==> src/rtl/dersig_pkg.sv <==
// Shared beat types and DER constants for the DER ECDSA signature parser.
package dersig_pkg;

   localparam logic [7:0] TAG_SEQUENCE = 8'h30;
   localparam logic [7:0] TAG_INTEGER  = 8'h02;
   localparam logic [7:0] LEN_LONG     = 8'h80;
   localparam logic [7:0] LEN_MASK     = 8'h7F;
   localparam int         CNT_W        = 13;
   localparam int         ACC_W        = 32;

   typedef struct packed {
      logic [7:0] sig_byte;
      logic       final_byte;
   } req_type;

   typedef struct packed {
      logic [7:0]       out_byte;
      logic             byte_valid;
      logic             part;
      logic             done_res;
      logic             ok;
      logic [CNT_W-1:0] r_length;
      logic [CNT_W-1:0] s_length;
   } rsp_type;

endpackage

==> src/rtl/dersig_core.sv <==
// Parse state registers and per-byte next-state logic of the DER signature parser.
module dersig_core #(
   parameter int MAX_SIG_BYTES = 4096
) (
   input  logic              clock,
   input  logic              reset,
   input  logic              step,
   input  dersig_pkg::req_type item,
   output logic              emit,
   output dersig_pkg::rsp_type result
);
   import dersig_pkg::*;

   localparam int OUT_W = $clog2(MAX_SIG_BYTES + 1);
   localparam logic [ACC_W-1:0] MAX_LEN = ACC_W'(MAX_SIG_BYTES);

   localparam logic [3:0] PH_OTAG  = 4'd0;
   localparam logic [3:0] PH_OLEN  = 4'd1;
   localparam logic [3:0] PH_OLENX = 4'd2;
   localparam logic [3:0] PH_RTAG  = 4'd3;
   localparam logic [3:0] PH_RLEN  = 4'd4;
   localparam logic [3:0] PH_RLENX = 4'd5;
   localparam logic [3:0] PH_RDATA = 4'd6;
   localparam logic [3:0] PH_STAG  = 4'd7;
   localparam logic [3:0] PH_SLEN  = 4'd8;
   localparam logic [3:0] PH_SLENX = 4'd9;
   localparam logic [3:0] PH_SDATA = 4'd10;
   localparam logic [3:0] PH_TRAIL = 4'd11;

   logic [3:0]       phase_ff, phase_in;
   logic [2:0]       lbl_ff, lbl_in;
   logic [ACC_W-1:0] acc_ff, acc_in;
   logic [OUT_W-1:0] outer_ff, outer_in;
   logic [OUT_W-1:0] field_ff, field_in;
   logic             strip_ff, strip_in;
   logic             err_ff, err_in;
   logic [CNT_W-1:0] rcnt_ff, rcnt_in;
   logic [CNT_W-1:0] scnt_ff, scnt_in;

   logic [7:0]       b;
   logic [ACC_W-1:0] acc_next;
   logic [2:0]       lbl_dec;
   logic [6:0]       n_len;
   logic             finish;
   logic [ACC_W-1:0] len_sel;
   logic             len_nz;
   logic             valid;
   logic             part;
   logic             good;

   always_comb begin
      b        = item.sig_byte;
      acc_next = {acc_ff[ACC_W-9:0], b};
      lbl_dec  = lbl_ff - 3'd1;
      n_len    = b[6:0] & LEN_MASK[6:0];
      len_nz   = 1'b0;
      phase_in = phase_ff;
      lbl_in   = lbl_ff;
      acc_in   = acc_ff;
      outer_in = outer_ff;
      field_in = field_ff;
      strip_in = strip_ff;
      err_in   = err_ff;
      rcnt_in  = rcnt_ff;
      scnt_in  = scnt_ff;
      valid    = 1'b0;
      part     = 1'b0;
      finish   = 1'b0;
      len_sel  = '0;
      good     = 1'b0;

      if (!err_ff && phase_ff >= PH_RTAG) begin
         if (outer_ff == '0) err_in = 1'b1;
         else outer_in = outer_ff - OUT_W'(1);
      end

      if (!err_in) begin
         case (phase_ff)
            PH_OTAG: begin
               if (b != TAG_SEQUENCE) err_in = 1'b1;
               else phase_in = PH_OLEN;
            end
            PH_RTAG: begin
               if (b != TAG_INTEGER) err_in = 1'b1;
               else phase_in = PH_RLEN;
            end
            PH_STAG: begin
               if (b != TAG_INTEGER) err_in = 1'b1;
               else phase_in = PH_SLEN;
            end
            PH_OLEN, PH_RLEN, PH_SLEN: begin
               if ((b & LEN_LONG) == 8'h00) begin
                  finish  = 1'b1;
                  len_sel = ACC_W'(b);
               end else if (n_len < 7'd1 || n_len > 7'd4) begin
                  err_in = 1'b1;
               end else begin
                  lbl_in   = n_len[2:0];
                  acc_in   = '0;
                  phase_in = phase_ff + 4'd1;
               end
            end
            PH_OLENX, PH_RLENX, PH_SLENX: begin
               acc_in  = acc_next;
               lbl_in  = lbl_dec;
               len_sel = acc_next;
               finish  = (lbl_dec == 3'd0);
            end
            PH_RDATA, PH_SDATA: begin
               if (!(strip_ff && b == 8'h00)) begin
                  strip_in = 1'b0;
                  valid    = 1'b1;
                  if (phase_ff == PH_RDATA) rcnt_in = rcnt_ff + CNT_W'(1);
                  else begin
                     part    = 1'b1;
                     scnt_in = scnt_ff + CNT_W'(1);
                  end
               end
               field_in = field_ff - OUT_W'(1);
               if (field_in == '0) phase_in = (phase_ff == PH_RDATA) ? PH_STAG : PH_TRAIL;
            end
            default: begin
            end
         endcase

         if (finish) begin
            len_nz = (len_sel != '0);
            if (phase_ff inside {PH_OLEN, PH_OLENX}) begin
               if (len_sel > MAX_LEN) err_in = 1'b1;
               else begin
                  outer_in = len_sel[OUT_W-1:0];
                  phase_in = PH_RTAG;
               end
            end else if (len_sel > ACC_W'(outer_in)) begin
               err_in = 1'b1;
            end else begin
               field_in = len_sel[OUT_W-1:0];
               strip_in = 1'b1;
               if (phase_ff inside {PH_RLEN, PH_RLENX}) phase_in = len_nz ? PH_RDATA : PH_STAG;
               else phase_in = len_nz ? PH_SDATA : PH_TRAIL;
            end
         end
      end

      good = item.final_byte && !err_in && phase_in == PH_TRAIL && outer_in == '0;

      emit              = valid || item.final_byte;
      result.out_byte   = valid ? b : 8'h00;
      result.byte_valid = valid;
      result.part       = valid ? part : 1'b0;
      result.done_res   = item.final_byte;
      result.ok         = good;
      result.r_length   = good ? rcnt_in : '0;
      result.s_length   = good ? scnt_in : '0;
   end

   always_ff @(posedge clock) begin
      if (reset) begin
         phase_ff <= PH_OTAG;
         lbl_ff   <= '0;
         acc_ff   <= '0;
         outer_ff <= '0;
         field_ff <= '0;
         strip_ff <= 1'b1;
         err_ff   <= 1'b0;
         rcnt_ff  <= '0;
         scnt_ff  <= '0;
      end else if (step) begin
         if (item.final_byte) begin
            phase_ff <= PH_OTAG;
            lbl_ff   <= '0;
            acc_ff   <= '0;
            outer_ff <= '0;
            field_ff <= '0;
            strip_ff <= 1'b1;
            err_ff   <= 1'b0;
            rcnt_ff  <= '0;
            scnt_ff  <= '0;
         end else begin
            phase_ff <= phase_in;
            lbl_ff   <= lbl_in;
            acc_ff   <= acc_in;
            outer_ff <= outer_in;
            field_ff <= field_in;
            strip_ff <= strip_in;
            err_ff   <= err_in;
            rcnt_ff  <= rcnt_in;
            scnt_ff  <= scnt_in;
         end
      end
   end

endmodule

==> src/rtl/der_ecdsa_signature_parser.sv <==
// Top level of the DER ECDSA signature parser: input register, parser core, result register.
//
// Usage: feed the DER signature one byte per beat on req_data, with final_byte set on
// its last byte. A beat moves when req_valid is high and req_stall is low.
// Each r or s content byte left after dropping leading zeros comes out as one rsp beat
// with byte_valid set and part telling r (0) from s (1). The final byte always yields a
// beat with done_res set; ok, r_length and s_length report the status there. Bytes that
// carry neither produce no rsp beat.
// Path: the input register feeds the parse step, whose outcome lands in the result
// register that drives rsp_valid and rsp_data.
// Throughput: one byte per cycle while rsp_stall is low, set by the single parse step.
// Stall: while a result waits under rsp_stall, one more input beat is still taken into the
// input register; req_stall then rises until the result register frees.
// Reset: clears both valid flags and returns the parser to expect the outer SEQUENCE tag;
// the parser also returns there by itself after every final byte.
module der_ecdsa_signature_parser #(
   parameter int MAX_SIG_BYTES = 4096
) (
   input  logic                clock,
   input  logic                reset,
   input  logic                req_valid,
   output logic                req_stall,
   input  dersig_pkg::req_type req_data,
   output logic                rsp_valid,
   input  logic                rsp_stall,
   output dersig_pkg::rsp_type rsp_data
);
   import dersig_pkg::*;

   logic    in_vld_ff, in_vld_in;
   req_type in_data_ff;
   logic    out_vld_ff, out_vld_in;
   rsp_type out_data_ff;
   logic    out_free;
   logic    accept;
   logic    step;
   logic    emit;
   rsp_type result;

   dersig_core #(
      .MAX_SIG_BYTES(MAX_SIG_BYTES)
   ) u_core (
      .clock (clock),
      .reset (reset),
      .step  (step),
      .item  (in_data_ff),
      .emit  (emit),
      .result(result)
   );

   always_comb begin
      out_free  = !out_vld_ff || !rsp_stall;
      step      = in_vld_ff && out_free;
      req_stall = in_vld_ff && !out_free;
      accept    = req_valid && !req_stall;
      if (accept) in_vld_in = 1'b1;
      else if (step) in_vld_in = 1'b0;
      else in_vld_in = in_vld_ff;
      if (step && emit) out_vld_in = 1'b1;
      else if (!rsp_stall) out_vld_in = 1'b0;
      else out_vld_in = out_vld_ff;
   end

   always_ff @(posedge clock) begin
      if (reset) begin
         in_vld_ff  <= 1'b0;
         out_vld_ff <= 1'b0;
      end else begin
         in_vld_ff  <= in_vld_in;
         out_vld_ff <= out_vld_in;
      end
   end

   always_ff @(posedge clock) begin
      if (accept) in_data_ff <= req_data;
      if (step && emit) out_data_ff <= result;
   end

   assign rsp_valid = out_vld_ff;
   assign rsp_data  = out_data_ff;

   a_rsp_has_content: assert property (@(posedge clock) disable iff (reset)
      rsp_valid |-> (rsp_data.byte_valid || rsp_data.done_res))
      else $error("result beat carries neither a content byte nor a status");

   a_status_only_on_done: assert property (@(posedge clock) disable iff (reset)
      (rsp_valid && !rsp_data.done_res) |->
         (!rsp_data.ok && rsp_data.r_length == '0 && rsp_data.s_length == '0))
      else $error("status fields set on a non-final result beat");

   a_stall_means_full: assert property (@(posedge clock) disable iff (reset)
      req_stall |-> (in_vld_ff && out_vld_ff && rsp_stall))
      else $error("input stalled while the pipeline can advance");

   a_step_fills_output: assert property (@(posedge clock) disable iff (reset)
      (step && emit) |=> rsp_valid)
      else $error("result of a processed byte was lost");

endmodule
==> config.mk <==
export PLATFORM = sky130hd
export DESIGN_NAME = der_ecdsa_signature_parser
export DESIGN_NICKNAME = d
export VERILOG_FILES = /design/src/rtl/dersig_pkg.sv /design/src/rtl/dersig_core.sv /design/src/rtl/der_ecdsa_signature_parser.sv
export SDC_FILE = /design/constraint.sdc
export NUM_CORES = 1
export LEC_CHECK = 0
export BUFFER_PORTS_ARGS = -buffer_cell sky130_fd_sc_hd__buf_2
export CAP_MARGIN = 20
export CORE_MARGIN = 2
export CORE_UTILIZATION = 50
export DETAILED_ROUTE_END_ITERATION = 16
export HOLD_SLACK_MARGIN = 0.12
export MAX_ROUTING_LAYER = met4
export PLACE_DENSITY = 0.68
export SKIP_CTS_REPAIR_TIMING = 1
export SYNTH_ARGS = -nofsm -noshare
export SYNTH_HDL_FRONTEND = slang
export SYNTH_SLANG_ARGS = --single-unit
==> constraint.sdc <==
create_clock -name clock -period 7.3 [get_ports clock]
set_clock_uncertainty 0.1 [all_clocks]
set_input_delay 1.095 -clock clock [delete_from_list [all_inputs] [get_ports clock]]
set_output_delay 1.095 -clock clock [all_outputs]
set_load 0.01 [all_outputs]
==> flow_results.xml <==
<?xml version="1.0" encoding="UTF-8"?>
<metrics>
  <group name="logic_synthesis">
    <metric name="synthCells" unit="">946</metric>
    <metric name="synth_cell_types" unit="">83</metric>
    <metric name="synthDominantAreaCellType" unit="">sky130_fd_sc_hd__dfxtp_1</metric>
    <metric name="seq_area_frac_synth" unit="%">39.0</metric>
    <metric name="synth_ff_type" unit="">sky130_fd_sc_hd__dfxtp_1</metric>
    <metric name="netlist_top_cells_area" unit="">sky130_fd_sc_hd__dfxtp_1, sky130_fd_sc_hd__edfxtp_1, sky130_fd_sc_hd__a21oi_1</metric>
    <metric name="yosysWarnings" unit="">0</metric>
    <metric name="synth_enable_flop_cells" unit="">47</metric>
    <metric name="synthDominantCellAreaShare" unit="%">21.6</metric>
    <metric name="synth.net_count" unit="">983</metric>
    <metric name="asyncSetResetFlopFracSynth" unit="%">0</metric>
    <metric name="synth_area_per_cell" unit="µm²">8.54</metric>
    <metric name="ys_ff_latch" unit="">134</metric>
    <metric name="area_of_the_mapped_netlist" unit="mm²">0.00808</metric>
  </group>
  <group name="clock_tree">
    <metric name="clock_pin_slew_worst_setup_and_hold_paths" unit="ns">0.06</metric>
    <metric name="cts.sink_count" unit="">134</metric>
    <metric name="numCtsBuffers" unit="">17</metric>
    <metric name="clock_tree.root_cell" unit="">sky130_fd_sc_hd__clkbuf_16</metric>
    <metric name="tritoncts" unit="">built</metric>
    <metric name="ctsHtreeMaxLevel" unit="">4</metric>
    <metric name="clock_path_buffers" unit="">2</metric>
    <metric name="worstSkewPairLatency" unit="ns">0.43</metric>
  </group>
  <group name="place">
    <metric name="detailedPlacementHpwl" unit="µm">13400</metric>
    <metric name="placed_cells_incl_taps" unit="">1161</metric>
    <metric name="place.gp.congestion" unit="">0.953</metric>
    <metric name="placement.io_buffers" unit="">52</metric>
  </group>
  <group name="die">
    <metric name="die_h" unit="µm">131</metric>
    <metric name="io_pins" unit="">53</metric>
    <metric name="initial_standard_cell_utilization_of_the_core" unit="%">51.0</metric>
    <metric name="die-width" unit="µm">131</metric>
    <metric name="dieArea" unit="mm²">0.0172</metric>
    <metric name="coreArea" unit="mm²">0.0158</metric>
    <metric name="core.rowCount" unit="">46</metric>
  </group>
  <group name="route">
    <metric name="drc_errors" unit="">0</metric>
    <metric name="wirelength" unit="µm">20400</metric>
    <metric name="viasPerCell" unit="">5.95</metric>
    <metric name="vias" unit="">7101</metric>
    <metric name="drtAntennaViolNets" unit="">0</metric>
    <metric name="detail_route.first_pass.iterations" unit="">5</metric>
    <metric name="drt-wirelength-per-cell" unit="µm">17.1</metric>
    <metric name="first_iter_violations" unit="">664</metric>
  </group>
  <group name="final_layout">
    <metric name="n_fill_cell" unit="">1423</metric>
    <metric name="post_layout_nonfiller_instances" unit="">1194</metric>
    <metric name="layout-area-overhead-vs-synth" unit="%">10.9</metric>
    <metric name="final_core_utilization" unit="%">56.6</metric>
    <metric name="insertedDiodeCount" unit="">0</metric>
    <metric name="final_layout_size_suffix_gt1_share" unit="%">14.1</metric>
    <metric name="nNetsFinal" unit="">1002</metric>
  </group>
  <group name="sta">
    <metric name="layout_worst_path_cycle_share" unit="%">81.8</metric>
    <metric name="max_slew.worst_pin.slew" unit="ns">1.07</metric>
    <metric name="maxClockFrequency" unit="GHz">0.167</metric>
    <metric name="finalMaxSlewViolations" unit="">0</metric>
    <metric name="setup_tns" unit="ns">0</metric>
    <metric name="final.min_clock_period" unit="ns">5.97</metric>
    <metric name="setup_viol" unit="">0</metric>
    <metric name="timing.final.hold_violations" unit="">0</metric>
    <metric name="setup_repair_after_global_routing_missed_its_margin" unit="">false</metric>
    <metric name="max_slew_margin" unit="%">28.3</metric>
  </group>
  <group name="worst_setup_path">
    <metric name="criticalPathCategory" unit="">reg2reg</metric>
    <metric name="timing.critical_path.to_type" unit="">register</metric>
    <metric name="regToRegSetupSlack" unit="ns">1.33</metric>
    <metric name="crit_required" unit="ns">7.45</metric>
    <metric name="cp_max_fo" unit="">27</metric>
    <metric name="arrival" unit="ns">6.12</metric>
    <metric name="worst_setup_path_start_kind" unit="">register</metric>
  </group>
  <group name="power">
    <metric name="power_per_standard_cell_area" unit="mW/mm²">199</metric>
    <metric name="leakagePower" unit="nW">3.26</metric>
    <metric name="vdd_drop_max" unit="mV">0.157</metric>
  </group>
  <group name="grt">
    <metric name="grt.total_usage" unit="%">25.6</metric>
    <metric name="antenna_violations_before_repair" unit="">0</metric>
    <metric name="wire_length_of_the_first_global_routing_pass" unit="µm">33300</metric>
    <metric name="grt.overflow.total" unit="">0</metric>
    <metric name="grt_start_max_net_pins" unit="">88</metric>
    <metric name="number_of_global_route_vias_before_repair" unit="">6418</metric>
  </group>
  <group name="hold_path">
    <metric name="min_path_type" unit="">reg2reg</metric>
  </group>
  <group name="status">
    <metric name="result_of_the_run" unit="">completed</metric>
  </group>
  <group name="job">
    <metric name="cap_viol_max_count" unit="">0</metric>
  </group>
</metrics>
## through the flow
stage	cell area, µm²	setup slack [ns]	hold WS (ns)	power, mW
CTS	8950	1.38	0.358	1.79
detailed placement	8360	1.40	0.350	0.934
floorplan	8080	2.29	0.330	0.897
global route	8950	0.837	0.379	1.84
finish	8950	1.33	0.353	1.78
global placement	8350	1.64	0.341	0.933
## per-layer routing
metal	part of all wire, %	GRT usage [%]	wire (µm)	up-vias
met2	47	40.0	9560	198
met4	2.1	9.70	421	0
li1	-	-	-	3506
met1	46	33.2	9470	3361
met3	4.6	4.42	942	36
met5	0	-	0	-
## cell type report
type	instances	area [µm²]	area share (%)
clock inverters	13	156	1.75
clock buffers	19	433	4.84
repair buffers	69	384	4.29
multi-input cells	715	4450	49.7
flip-flops and latches	134	3150	35.2
inverters	28	105	1.17
well taps	216	270	3.02
## kinds of logic after synthesis
logic type               after synthesis  share of synthesized area [%]
XOR/XNOR                              43                           4.76
AO/OA/AOI/OAI                        235                           18.3
adder cells (fa/ha/maj)               24                           3.72
multiplexers                          18                           2.26
buffers and inverters                 97                           5.84
AND/OR/NAND/NOR                      395                           26.0
flip-flops                           134                           39.0
## worst max-delay path: stages (launching register included)
cell and delay (ns):
sky130_fd_sc_hd__dfxtp_1 0.48, sky130_fd_sc_hd__ha_1 0.36, sky130_fd_sc_hd__or3_1 0.28, sky130_fd_sc_hd__or4b_4 0.52, sky130_fd_sc_hd__nor4b_1 0.36, sky130_fd_sc_hd__mux2i_1 0.35
sky130_fd_sc_hd__ha_1 0.30, sky130_fd_sc_hd__and3_1 0.20, sky130_fd_sc_hd__a221o_1 0.30, sky130_fd_sc_hd__a221oi_1 0.33, sky130_fd_sc_hd__nor4b_2 0.43, sky130_fd_sc_hd__o21a_1 0.63
sky130_fd_sc_hd__a21oi_1 0.22, sky130_fd_sc_hd__a2111o_1 0.42, sky130_fd_sc_hd__buf_4 0.26, sky130_fd_sc_hd__nor3_1 0.24
## synth_stat cells, types with 19 or more instances
library cell,instances
sky130_fd_sc_hd__edfxtp_1,47
sky130_fd_sc_hd__inv_1,28
sky130_fd_sc_hd__a21oi_1,73
sky130_fd_sc_hd__a22oi_1,25
sky130_fd_sc_hd__nand3_1,41
sky130_fd_sc_hd__clkbuf_1,46
sky130_fd_sc_hd__xor2_1,20
sky130_fd_sc_hd__nor3_2,19
sky130_fd_sc_hd__nor2_1,90
sky130_fd_sc_hd__nor3_1,40
sky130_fd_sc_hd__ha_1,24
sky130_fd_sc_hd__nand2_1,81
sky130_fd_sc_hd__xnor2_1,22
sky130_fd_sc_hd__nor4_1,19
sky130_fd_sc_hd__o21ai_0,64
sky130_fd_sc_hd__dfxtp_1,87
sky130_fd_sc_hd__or3_1,19
## placed cells by master, fill, tap and decap left out, types with 28 or more instances in the layout
cell type and instances:
sky130_fd_sc_hd__nor2_1 90, sky130_fd_sc_hd__dfxtp_1 87, sky130_fd_sc_hd__nand2_1 81, sky130_fd_sc_hd__a21oi_1 73, sky130_fd_sc_hd__o21ai_0 64, sky130_fd_sc_hd__buf_2 52, sky130_fd_sc_hd__edfxtp_1 47, sky130_fd_sc_hd__nand3_1 41
sky130_fd_sc_hd__nor3_1 40, sky130_fd_sc_hd__inv_1 28
## state kept, by name, summed over array words and instances (netlist names)
signal,count
u_core.rcnt_ff,13
rsp_valid,1
u_core.scnt_ff,13
in_data_ff,9
rsp_data,38
u_core.lbl_ff,3
u_core.field_ff,13
in_vld_ff,1
u_core.phase_ff,4
u_core.outer_ff,13
u_core.strip_ff,1
u_core.err_ff,1
u_core.acc_ff,24
## final timing paths
kind                                          from                 to  cells past startpoint
worst max-delay path            u_core.phase_ff[0]        rsp_data[4]                     15
worst min-delay path             u_core.acc_ff[23]  u_core.acc_ff[23]                      2
worst max register to register  u_core.phase_ff[0]        rsp_data[4]                     15
worst min register to register   u_core.acc_ff[23]  u_core.acc_ff[23]                      2
## power breakdown
part,internal (mW),leakage (nW),total [mW],switching [mW]
logic,0.0393,1.80,0.130,0.0909
clock network,0.534,0.278,0.862,0.328
registers,0.779,1.18,0.790,0.0108
Power figures use the tool's default switching activity.
